### src/hw/rtl/lsr_pkg.sv
// Shared types and constants for the LIFO stack with rotate.
package lsr_pkg;

  localparam int PORT_W    = 32;
  localparam int AMT_W     = 16;
  localparam int CAP_W     = 6;
  localparam int CNT_OUT_W = 6;
  localparam int AMT_CNT_W = $clog2(AMT_W + 1);

  typedef enum logic [1:0] {
    ACT_PUSH   = 2'd0,
    ACT_POP    = 2'd1,
    ACT_PEEK   = 2'd2,
    ACT_ROTATE = 2'd3
  } lsr_action_e;

  typedef enum logic [1:0] {
    CELL_HOLD,
    CELL_PUSH,
    CELL_POP,
    CELL_ROT
  } lsr_cell_op_e;

  typedef enum logic [1:0] {
    ST_IDLE,
    ST_MOD,
    ST_ROT
  } lsr_state_e;

  typedef struct packed {
    logic               start;
    logic [AMT_W-1:0]   dividend;
  } lsr_rem_req_t;

endpackage

### src/hw/rtl/lifo_stack_with_rotate_core.sv
// Top level of the LIFO stack with rotate: control, cell chain and result register.
//
//  channel | direction | handshake              | payload
//  --------+-----------+------------------------+---------------------------------------
//  in      | in        | in_valid_i / in_stall_o | action_i, push_value_i, rotate_amount_i
//  out     | out       | out_valid_o/out_stall_i | ok_o, read_value_o, entry_count_o
//  cfg     | in        | cfg_we_i               | cfg_wdata_i (capacity_limit)
//
// Push, pop and peek act when accepted; the result is registered and shows in the next
// cycle, so one transaction every cycle while the output is drained. A rotate of two or
// more entries runs the remainder unit through its 16 steps, then shifts the cell chain
// one place per cycle for up to DEPTH-1 places, then loads the result once the output
// is free. Reset empties the stack and sets the capacity to 32. Input stalls while a
// rotate runs or the held result is stalled.
module lifo_stack_with_rotate_core import lsr_pkg::*; #(
  parameter int DEPTH      = 32,
  parameter int DATA_WIDTH = 32
) (
  input  logic                    clk_i,
  input  logic                    rst_ni,
  input  logic                    cfg_we_i,
  input  logic [CAP_W-1:0]        cfg_wdata_i,
  input  logic                    in_valid_i,
  output logic                    in_stall_o,
  input  logic [1:0]              action_i,
  input  logic [PORT_W-1:0]       push_value_i,
  input  logic signed [AMT_W-1:0] rotate_amount_i,
  output logic                    out_valid_o,
  input  logic                    out_stall_i,
  output logic                    ok_o,
  output logic [PORT_W-1:0]       read_value_o,
  output logic [CNT_OUT_W-1:0]    entry_count_o
);

  localparam int CW   = $clog2(DEPTH + 1);
  localparam int CMPW = (CW > CAP_W) ? CW : CAP_W;

  lsr_state_e           state_q, state_d;
  logic [CW-1:0]        count_q, count_d;
  logic [CAP_W-1:0]     cap_q;
  logic [CW-1:0]        rot_q, rot_d;
  logic                 neg_q, neg_d;
  logic                 out_valid_q, out_valid_d;
  logic                 ok_q, ok_d;
  logic [PORT_W-1:0]    rd_q, rd_d;
  logic [CNT_OUT_W-1:0] cnt_out_q, cnt_out_d;
  logic                 out_load;
  logic                 out_free;
  logic                 in_acc;
  lsr_action_e          action;
  lsr_cell_op_e         cell_op;
  lsr_rem_req_t         rem_req;
  logic                 rem_done;
  logic [CW-1:0]        rem_val;
  logic                 can_push;
  logic [CW-1:0]        last_idx;
  logic [AMT_W-1:0]     amt_u;
  logic [DATA_WIDTH-1:0] cell_data [DEPTH];

  assign action   = lsr_action_e'(action_i);
  assign out_free = !out_valid_q || !out_stall_i;
  assign in_stall_o = (state_q != ST_IDLE) || !out_free;
  assign in_acc   = in_valid_i && !in_stall_o;
  assign last_idx = count_q - CW'(1);
  assign can_push = (CMPW'(count_q) < CMPW'(cap_q)) && (CMPW'(count_q) < CMPW'(DEPTH));
  assign amt_u    = $unsigned(rotate_amount_i);

  always_comb begin
    state_d          = state_q;
    count_d          = count_q;
    rot_d            = rot_q;
    neg_d            = neg_q;
    cell_op          = CELL_HOLD;
    rem_req.start    = 1'b0;
    rem_req.dividend = amt_u[AMT_W-1] ? (~amt_u + AMT_W'(1)) : amt_u;
    out_load         = 1'b0;
    ok_d             = 1'b1;
    rd_d             = '0;
    case (state_q)
      ST_IDLE: begin
        if (in_acc) begin
          case (action)
            ACT_PUSH: begin
              out_load = 1'b1;
              ok_d     = can_push;
              if (can_push) begin
                cell_op = CELL_PUSH;
                count_d = count_q + CW'(1);
              end
            end
            ACT_POP, ACT_PEEK: begin
              out_load = 1'b1;
              ok_d     = (count_q != '0);
              if (count_q != '0) begin
                rd_d = PORT_W'(cell_data[0]);
                if (action == ACT_POP) begin
                  cell_op = CELL_POP;
                  count_d = count_q - CW'(1);
                end
              end
            end
            default: begin
              if (count_q < CW'(2)) begin
                out_load = 1'b1;
              end else begin
                rem_req.start = 1'b1;
                neg_d         = amt_u[AMT_W-1];
                state_d       = ST_MOD;
              end
            end
          endcase
        end
      end
      ST_MOD: begin
        if (rem_done) begin
          // a negative distance becomes the complementary upward one
          if (neg_q && (rem_val != '0)) begin
            rot_d = count_q - rem_val;
          end else begin
            rot_d = rem_val;
          end
          state_d = ST_ROT;
        end
      end
      ST_ROT: begin
        if (rot_q != '0) begin
          cell_op = CELL_ROT;
          rot_d   = rot_q - CW'(1);
        end else if (out_free) begin
          out_load = 1'b1;
          state_d  = ST_IDLE;
        end
      end
      default: state_d = ST_IDLE;
    endcase
    cnt_out_d = CNT_OUT_W'(count_d);
  end

  always_comb begin
    if (out_load) begin
      out_valid_d = 1'b1;
    end else if (!out_stall_i) begin
      out_valid_d = 1'b0;
    end else begin
      out_valid_d = out_valid_q;
    end
  end

  always_ff @(posedge clk_i or negedge rst_ni) begin
    if (!rst_ni) begin
      state_q     <= ST_IDLE;
      count_q     <= '0;
      cap_q       <= CAP_W'(32);
      out_valid_q <= 1'b0;
    end else begin
      state_q     <= state_d;
      count_q     <= count_d;
      out_valid_q <= out_valid_d;
      if (cfg_we_i) begin
        cap_q <= cfg_wdata_i;
      end
    end
  end

  always_ff @(posedge clk_i) begin
    rot_q <= rot_d;
    neg_q <= neg_d;
    if (out_load) begin
      ok_q      <= ok_d;
      rd_q      <= rd_d;
      cnt_out_q <= cnt_out_d;
    end
  end

  lsr_rem #(
    .CW (CW)
  ) u_rem (
    .clk_i     (clk_i),
    .rst_ni    (rst_ni),
    .req_i     (rem_req),
    .divisor_i (count_q),
    .done_o    (rem_done),
    .rem_o     (rem_val)
  );

  for (genvar i = 0; i < DEPTH; i++) begin : g_cell
    logic [DATA_WIDTH-1:0] above;
    logic [DATA_WIDTH-1:0] below;
    if (i == 0) begin : g_top
      assign above = DATA_WIDTH'(push_value_i);
    end else begin : g_mid
      assign above = cell_data[i-1];
    end
    if (i == DEPTH - 1) begin : g_end
      assign below = cell_data[i];
    end else begin : g_inner
      assign below = cell_data[i+1];
    end
    lsr_cell #(
      .IDX        (i),
      .CW         (CW),
      .DATA_WIDTH (DATA_WIDTH)
    ) u_cell (
      .clk_i        (clk_i),
      .op_i         (cell_op),
      .last_i       (last_idx),
      .from_above_i (above),
      .from_below_i (below),
      .wrap_i       (cell_data[0]),
      .data_o       (cell_data[i])
    );
  end

  assign out_valid_o   = out_valid_q;
  assign ok_o          = ok_q;
  assign read_value_o  = rd_q;
  assign entry_count_o = cnt_out_q;

`ifndef SYNTHESIS
  a_count_range: assert property (@(posedge clk_i) disable iff (!rst_ni)
    CMPW'(count_q) <= CMPW'(DEPTH))
    else $error("entry count above depth");

  a_count_frozen: assert property (@(posedge clk_i) disable iff (!rst_ni)
    (state_q != ST_IDLE) |=> $stable(count_q))
    else $error("entry count changed during rotate");

  a_rem_bound: assert property (@(posedge clk_i) disable iff (!rst_ni)
    (state_q == ST_MOD) && rem_done |-> (rem_val < count_q))
    else $error("remainder not below count");

  a_rot_bound: assert property (@(posedge clk_i) disable iff (!rst_ni)
    (state_q == ST_ROT) |-> (rot_q < count_q))
    else $error("rotate distance not below count");
`endif

endmodule

### src/hw/rtl/lsr_cell.sv
// One stack cell: holds a word and shifts toward either neighbor.
module lsr_cell import lsr_pkg::*; #(
  parameter int IDX        = 0,
  parameter int CW         = 6,
  parameter int DATA_WIDTH = 32
) (
  input  logic                  clk_i,
  input  lsr_cell_op_e          op_i,
  input  logic [CW-1:0]         last_i,
  input  logic [DATA_WIDTH-1:0] from_above_i,
  input  logic [DATA_WIDTH-1:0] from_below_i,
  input  logic [DATA_WIDTH-1:0] wrap_i,
  output logic [DATA_WIDTH-1:0] data_o
);

  logic [DATA_WIDTH-1:0] data_q, data_d;

  always_comb begin
    case (op_i)
      CELL_PUSH: data_d = from_above_i;
      CELL_POP:  data_d = from_below_i;
      // the top word wraps around into the lowest occupied cell
      CELL_ROT:  data_d = (last_i == CW'(IDX)) ? wrap_i : from_below_i;
      default:   data_d = data_q;
    endcase
  end

  always_ff @(posedge clk_i) begin
    data_q <= data_d;
  end

  assign data_o = data_q;

endmodule

### src/hw/rtl/lsr_rem.sv
// Bit-serial restoring remainder unit: dividend modulo a narrow divisor.
module lsr_rem import lsr_pkg::*; #(
  parameter int CW = 6
) (
  input  logic          clk_i,
  input  logic          rst_ni,
  input  lsr_rem_req_t  req_i,
  input  logic [CW-1:0] divisor_i,
  output logic          done_o,
  output logic [CW-1:0] rem_o
);

  logic [CW-1:0]        rem_q, rem_d;
  logic [AMT_W-1:0]     shf_q, shf_d;
  logic [AMT_CNT_W-1:0] cnt_q, cnt_d;
  logic                 busy_q, busy_d;
  logic [CW:0]          trial;
  logic [CW:0]          diff;

  assign trial = {rem_q, shf_q[AMT_W-1]};
  assign diff  = trial - {1'b0, divisor_i};

  always_comb begin
    rem_d  = rem_q;
    shf_d  = shf_q;
    cnt_d  = cnt_q;
    busy_d = busy_q;
    if (req_i.start) begin
      rem_d  = '0;
      shf_d  = req_i.dividend;
      cnt_d  = AMT_CNT_W'(AMT_W);
      busy_d = 1'b1;
    end else if (busy_q) begin
      if (cnt_q == '0) begin
        busy_d = 1'b0;
      end else begin
        // subtract when the trial value reaches the divisor
        rem_d = (trial >= {1'b0, divisor_i}) ? diff[CW-1:0] : trial[CW-1:0];
        shf_d = {shf_q[AMT_W-2:0], 1'b0};
        cnt_d = cnt_q - AMT_CNT_W'(1);
      end
    end
  end

  always_ff @(posedge clk_i or negedge rst_ni) begin
    if (!rst_ni) begin
      busy_q <= 1'b0;
      cnt_q  <= '0;
    end else begin
      busy_q <= busy_d;
      cnt_q  <= cnt_d;
    end
  end

  always_ff @(posedge clk_i) begin
    rem_q <= rem_d;
    shf_q <= shf_d;
  end

  assign done_o = busy_q && (cnt_q == '0);
  assign rem_o  = rem_q;

endmodule

### config.mk
export PLATFORM = sky130hd
export DESIGN_NAME = lifo_stack_with_rotate_core
export DESIGN_NICKNAME = d
export VERILOG_FILES = /design/src/hw/rtl/lsr_pkg.sv /design/src/hw/rtl/lifo_stack_with_rotate_core.sv /design/src/hw/rtl/lsr_cell.sv /design/src/hw/rtl/lsr_rem.sv
export SDC_FILE = /design/constraint.sdc
export NUM_CORES = 2
export LEC_CHECK = 0
export BUFFER_PORTS_ARGS = -buffer_cell sky130_fd_sc_hd__buf_2
export CORE_MARGIN = 4
export CORE_UTILIZATION = 50
export CTS_BUF_LIST = sky130_fd_sc_hd__clkbuf_4 sky130_fd_sc_hd__clkbuf_8 sky130_fd_sc_hd__clkbuf_16
export DETAILED_ROUTE_END_ITERATION = 7
export PLACE_DENSITY = 0.65
export SYNTH_ARGS = -nofsm -noshare
export SYNTH_HDL_FRONTEND = slang
export SYNTH_SLANG_ARGS = --single-unit
export TNS_END_PERCENT = 1
### constraint.sdc
create_clock -name clk_i -period 223.9 [get_ports clk_i]
set_clock_uncertainty 0.05 [all_clocks]
set_input_delay 11.195 -clock clk_i [delete_from_list [all_inputs] [get_ports clk_i]]
set_output_delay 11.195 -clock clk_i [all_outputs]
set_load 0.01 [all_outputs]
# [Yosys cells after proc, flatten, opt, wreduce, memory -nomap -nowiden]
# Index checks and enable logic that the tools add are counted.
[word_totals] register_bits=1113 in_bits=61 elab_cells=254
[op_classes] n_addsub=7 n_lt_le_gt_ge=4 n_eq_ne=49 n_mux=112 bitwise=4 reduce_logical=33
[ops] op="$pmux 32 s3" count=31
[ops] op="$mux 32" count=32
[ops] op="$eq 6x5->1 const B" count=16
[ops] op="$mux 16" count=4
[ops] op="$pmux 32 s2" count=1
[ops] op="$mux 6" count=9
[ops] op="$eq 6x4->1 const B" count=8
[ops] op="$eq 6x3->1 const B" count=4
[ops] op="$pmux 6 s2" count=2
[ops] op="$mux 2" count=10
[ops] op="$ne 2x2->1 const B" count=9
[ops] op="$reduce_bool 6->1" count=3
[ops] op="$add 16x1->16 const B" count=1
[ops] op="$not 16->16" count=1
[ops] op="$mux 1" count=15
[ops] op="$mux 5" count=3
[ops] op="$eq 6x2->1 const B" count=2
[ops] op="$sub 6x1->6 const B" count=2
[ops] op="$sub 6x6->6" count=2
[ops] op="$reduce_and 2->1" count=5
[ops] op="$eq 2x2->1 const B" count=4
[ops] op="$pmux 2 s2" count=2
[ops] op="$reduce_and 4->1" count=2
[ops] op="$reduce_bool 2->1" count=4
[ops] op="23 further kinds" count=37

# [Longest topological paths before layout]
[depth] word_depth=11 mapped_depth=13

# [Modules after synthesis]
# Synthesis repeated with hierarchy kept, for this count alone.
[unflattened] hier_cells=6829 hier_area_um2=65751.8
[by_module_without_submodules] mod="lsr_cell (g_cell[21].u_cell ...)" instances=4 cells_each=215 area_per_inst_um2=1940.6 seq_area_each_um2=960.9
[by_module_without_submodules] mod="lsr_cell (g_cell[10].u_cell ...)" instances=4 cells_each=202 area_per_inst_um2=1934.4 seq_area_each_um2=960.9
[by_module_without_submodules] mod="lsr_cell (g_cell[1].u_cell ...)" instances=2 cells_each=216 area_per_inst_um2=1953.1 seq_area_each_um2=960.9
[by_module_without_submodules] mod="lsr_cell (g_cell[23].u_cell ...)" instances=2 cells_each=207 area_per_inst_um2=1938.1 seq_area_each_um2=960.9
[by_module_without_submodules] mod="lsr_cell (g_cell[29].u_cell ...)" instances=2 cells_each=189 area_per_inst_um2=1930.6 seq_area_each_um2=960.9
[by_module_without_submodules] mod="lsr_cell (g_cell[20].u_cell ...)" instances=2 cells_each=209 area_per_inst_um2=1914.3 seq_area_each_um2=960.9
[by_module_without_submodules] mod="lsr_cell (g_cell[17].u_cell ...)" instances=2 cells_each=201 area_per_inst_um2=1913.1 seq_area_each_um2=960.9
[by_module_without_submodules] mod="lsr_cell (g_cell[11].u_cell ...)" instances=2 cells_each=189 area_per_inst_um2=1891.8 seq_area_each_um2=960.9
[by_module_without_submodules] mod="lsr_cell (g_cell[4].u_cell ...)" instances=2 cells_each=186 area_per_inst_um2=1829.3 seq_area_each_um2=960.9
[by_module_without_submodules] mod="lsr_cell (g_cell[13].u_cell ...)" instances=2 cells_each=189 area_per_inst_um2=1814.2 seq_area_each_um2=960.9
[by_module_without_submodules] mod="lifo_stack_with_rotate_core" instances=1 cells_each=335 area_per_inst_um2=3493.4 seq_area_each_um2=1757.9
[by_module_without_submodules] mod="lsr_cell (g_cell[3].u_cell)" instances=1 cells_each=188 area_per_inst_um2=1986.9 seq_area_each_um2=960.9
[by_module_without_submodules] mod="lsr_cell (g_cell[19].u_cell)" instances=1 cells_each=210 area_per_inst_um2=1950.6 seq_area_each_um2=960.9
[by_module_without_submodules] mod="lsr_cell (g_cell[31].u_cell)" instances=1 cells_each=190 area_per_inst_um2=1924.3 seq_area_each_um2=960.9
[by_module_without_submodules] mod="6 more rows"

# [Least setup slack after synthesis]
# No wires, ideal clock.
[synth_timing] path_kind="in2reg" start="input action_i[1]" end="register g_cell[0].u_cell.data_q[0] (enable)" setup_ns=0.470 arrival_time_ns=83.331 t_required_ns=223.380 path_slack_ns=140.049 path_stages=6 n_path_buf=1 cell_sequence="inv_1 -> ha_1 -> clkbuf_1 -> nand2_1 -> o21ai_0 -> a21boi_0"
[synth_via] elab_chain_len=9 word_cells_on_any_way=15
[synth_lines] element="start, declared" line_no="lifo_stack_with_rotate_core.sv:25" source="input logic [1:0] action_i,"
[synth_lines] element="$eq 2x1->1" line_no="lifo_stack_with_rotate_core.sv:82, lifo_stack_with_rotate_core.sv:96"
[synth_lines] element="$mux 2" line_no="lifo_stack_with_rotate_core.sv:96" source="if (action == ACT_POP) begin"
[synth_lines] element="$mux 2" line_no="lifo_stack_with_rotate_core.sv:94" source="if (count_q != '0) begin"
[synth_lines] element="$pmux 2 s2 (*)" line_no="lifo_stack_with_rotate_core.sv:82" source="case (action)"
[synth_lines] element="$mux 2 (*)" line_no="lifo_stack_with_rotate_core.sv:81" source="if (in_acc) begin"
[synth_lines] element="$pmux 2 s2 (*)" line_no="lifo_stack_with_rotate_core.sv:79" source="case (state_q)"
[synth_lines] element="$eq 2x2->1 (tied with other cells)" line_no="lsr_cell.sv:19" source="case (op_i)"
[synth_lines] element="$ne 2x2->1 (no line) or $reduce_bool 3->1 (tied branches)"
[synth_lines] element="$reduce_and 2->1 (no line) (*)"
[synth_lines] element="end signal, assigned" line_no="lsr_cell.sv:29" source="data_q <= data_d;"
[synth_lines] element="end, declared" line_no="lsr_cell.sv:16" source="logic [DATA_WIDTH-1:0] data_q, data_d;"
# Mark *: on every way between the ends. The rest lies on a longest branch, timed or not.
# A chain may end at the register's enable or synchronous reset.

# [Final worst setup path]
[layout_timing] start="input out_stall_i" end="output in_stall_o"
[layout_via] elab_chain_len=4
[layout_lines] element="start, declared" line_no="lifo_stack_with_rotate_core.sv:29" source="input logic out_stall_i,"
[layout_lines] element="$logic_not 1->1"
[layout_lines] element="$logic_or 1x1->1" line_no="lifo_stack_with_rotate_core.sv:61" source="assign out_free = !out_valid_q || !out_stall_i;"
[layout_lines] element="$logic_not 1->1" line_no="lifo_stack_with_rotate_core.sv:62" source="assign in_stall_o = (state_q != ST_IDLE) || !out_free;"
[layout_lines] element="$logic_or 1x1->1" line_no="lifo_stack_with_rotate_core.sv:62"
[layout_lines] element="end, declared" line_no="lifo_stack_with_rotate_core.sv:24" source="output logic in_stall_o,"
# Every way passes these cells.

==> metrics.csv <==
metric;value;unit
grt_pass1_vias;37740;
ios;102;
antenna_found_initial;15;
tightestPinTransition;1.417;ns
synth.area.top_cells;edfxtp_1 60%, a221o_1 13%, and2_1 7.9%;
vias;39780;
maxSlewViolCount;0;
ys.flop_type;edfxtp_1;
placed_area;0.05634;mm^2
final-seq-area;0.03326;mm^2
drive_gt1_share;10.79;%
via_per_inst;6.927;
grt_max_degree;205;
die-area;0.1145;mm^2
dp_hpwl;99.74;mm
cts_sinks;1113;
initial_core_util;50.70;%
num_rows;120;
ctsResizeCount;0;
die_y;338.4;um
crit_path_start_kind;input port;
drv_cap;0;
synth_most_common_cell;edfxtp_1;
hold_buffers;0;
synth_nets;4471;
cpPeakStageDelay;0.29;ns
end_kind;primary output;
cts_buffers;118;
gr-total-overflow;0;
synth_area;0.05458;mm^2
clk_latency;0.73;ns
required;212.65;ns
synth_enable_flop_cells;1086;
portBuffers;101;
first_iter_violations;6432;
nNetsFinal;4337;
holdWs;0.4739;ns
irDropWorstVdd;0.00001419;V
fin_setup_tns;0;ns
path_common_cell;buf_2;
design_area;0.06006;mm^2
r2r-start;count_q[0]$_DFF_PN0_;
syn_area_per_cell;12.46;um^2
clk_pin_slew;0.06;ns
synth-async-reset-ratio;1.887;%
final-setup-viol-count;0;
cts_buffer_depth;3;
track_usage;30.19;%
wl_per_cell;31.26;um
finalWirelength;179.5;mm
crit_chain;buf_2 > a211oi_1 > inv_1 > buf_2;
yosysTopAreaCell;edfxtp_1;
netlist_top_cells_count;1086 x edfxtp_1, 721 x a221o_1, 688 x and2_1;
dieWidth;338.4;um
fin_crit;23.11;ns
min_from;u_rem.cnt_q[4]$_DFFE_PN0P_;
p_seq_share;44.0;%
crit_path_top_delay_cell;a211oi_1;
arrival;11.87;ns
yosysTopAreaCellShare;59.75;%
place.gp.congestion;0.8247;
reg2reg_depth;11;
crit_type;input port to primary output;
htreeDepth;3;
dr.pass1.iters;6;
drcViolationCount;0;
power_frac_clock;28.2;%
ys_seq_area_share;60.94;%
post_cts_buffers;0;
p_switching;236.2;uW
cp-startpoint;out_stall_i;
multi_input_area;0.01919;mm^2
power.share.combinational;27.8;%
outcome;finished clean;
ctsRootBufferMaster;clkbuf_16;
fill_cells;8832;
ant_nets;0;
yosysWarningCount;0;
cp_max_fo;3;
area_delta_synth_final;10.05;%
finalHoldViolations;0;
leakagePower;21.44;nW
switching_share;34.46;%
fmax;0.04327;GHz
hold_class;register to register;
grt_pass1_wl;259.7;mm
synth_cell_type_count;75;
cellPowerDensity;11.41;mW/mm^2
rsz0062_at_grt;no;
ys_ff_latch;1113;
period_share;10.32;%
coreArea;0.1077;mm^2
whs_path_depth;2;
cts_tree;done;
netlist_instances;4379;
p_int;449.2;uW
relSlewSlack;5.566;%
## worst max-delay path: cells and delay by family
family	cells	cell delay, ns
AOI/OAI and AO/OA	1	0.29
buffers and inverters	3	0.39
## metal layers
layer | track usage [%] | wire [um] | part of all wire (%)
met2 | 44.89 | 78320 | 44
met4 | 9.525 | 6422 | 3.6
met1 | 44.49 | 72960 | 41
met3 | 6.466 | 21830 | 12
met5 | 0 | 0 | 0
## layout by cell type (no fill, tap or decap), drive strengths merged, types with 20 or more instances in the layout
| cell type | count |
|---|---|
| nor3 | 28 |
| inv | 249 |
| buf | 192 |
| a21oi | 22 |
| clkbuf | 143 |
| ha | 29 |
| mux2 | 34 |
| edfxtp | 1086 |
| o21ai | 68 |
| and3 | 61 |
| and2 | 688 |
| o221ai | 206 |
| a31oi | 27 |
| nor2 | 88 |
| nand2 | 449 |
| dfrtp | 20 |
| a221o | 721 |
| clkinv | 55 |
## metrics by stage
step,power (mW),util [%],cells,worst slack [ns]
floorplan,0.5219,-,4379,140.05
global placement,0.4860,52.34,5528,200.74
detailed placement,0.4897,52.34,5528,200.79
CTS,0.6823,55.79,5741,200.79
global route,0.7116,55.79,5741,200.70
finish,0.6854,55.79,5743,200.79
## path summary, 6_finish.rpt
check                                                         end  slack, ns
max in group asynchronous                    cap_q[5]$_DFFE_PN1P_     213.05
hold reg to reg                        u_rem.cnt_q[4]$_DFFE_PN0P_       0.47
setup reg to reg           g_cell[12].u_cell.data_o[27]$_DFFE_PP_     216.76
hold / removal                         u_rem.cnt_q[4]$_DFFE_PN0P_       0.47
min in group asynchronous                 out_valid_o$_DFFE_PN0P_      10.40
setup / recovery                                       in_stall_o     200.79
## flip-flops by register name, indices dropped and copies added, names as in the netlist
| name | count |
|---|---|
| neg_q | 1 |
| u_rem.rem_o | 6 |
| u_rem.shf_q | 16 |
| out_valid_o | 1 |
| state_q | 2 |
| ok_o | 1 |
| rot_q | 6 |
| g_cell.u_cell.data_o | 1024 |
| count_q | 6 |
| entry_count_o | 6 |
| u_rem.busy_q | 1 |
| read_value_o | 32 |
| u_rem.cnt_q | 5 |
| cap_q | 6 |
## power groups by stage
stage / clock, mW / sequential [mW] / combinational [mW]
after global routing: 0.204 / 0.305 / 0.203
final: 0.193 / 0.302 / 0.190
after global placement: 0 / 0.304 / 0.182
after CTS: 0.195 / 0.301 / 0.186
after floorplan: 0 / 0.395 / 0.127
after detailed placement: 0 / 0.305 / 0.185
## cells by family after synthesis
| family | share of synthesized area [%] |
|---|---|
| AO/OA/AOI/OAI | 18.54 |
| XOR/XNOR | 0.4814 |
| adder cells (fa/ha/maj) | 0.7382 |
| buffers and inverters | 5.064 |
| flip-flops | 60.94 |
| multiplexers | 0.8482 |
| AND/OR/NAND/NOR | 13.39 |
## layout make-up
cell class                 count  area share (%)
sequential                  1113           55.37
multi-input combinational   2578           31.96
clock buffer                 143           5.250
tap                         1403           2.923
timing repair buffer         192           2.042
inverter                     242           1.512
clock inverter                70          0.9354
antenna                        2        0.008333
Note: power is estimated with default switching activity, not from simulation.
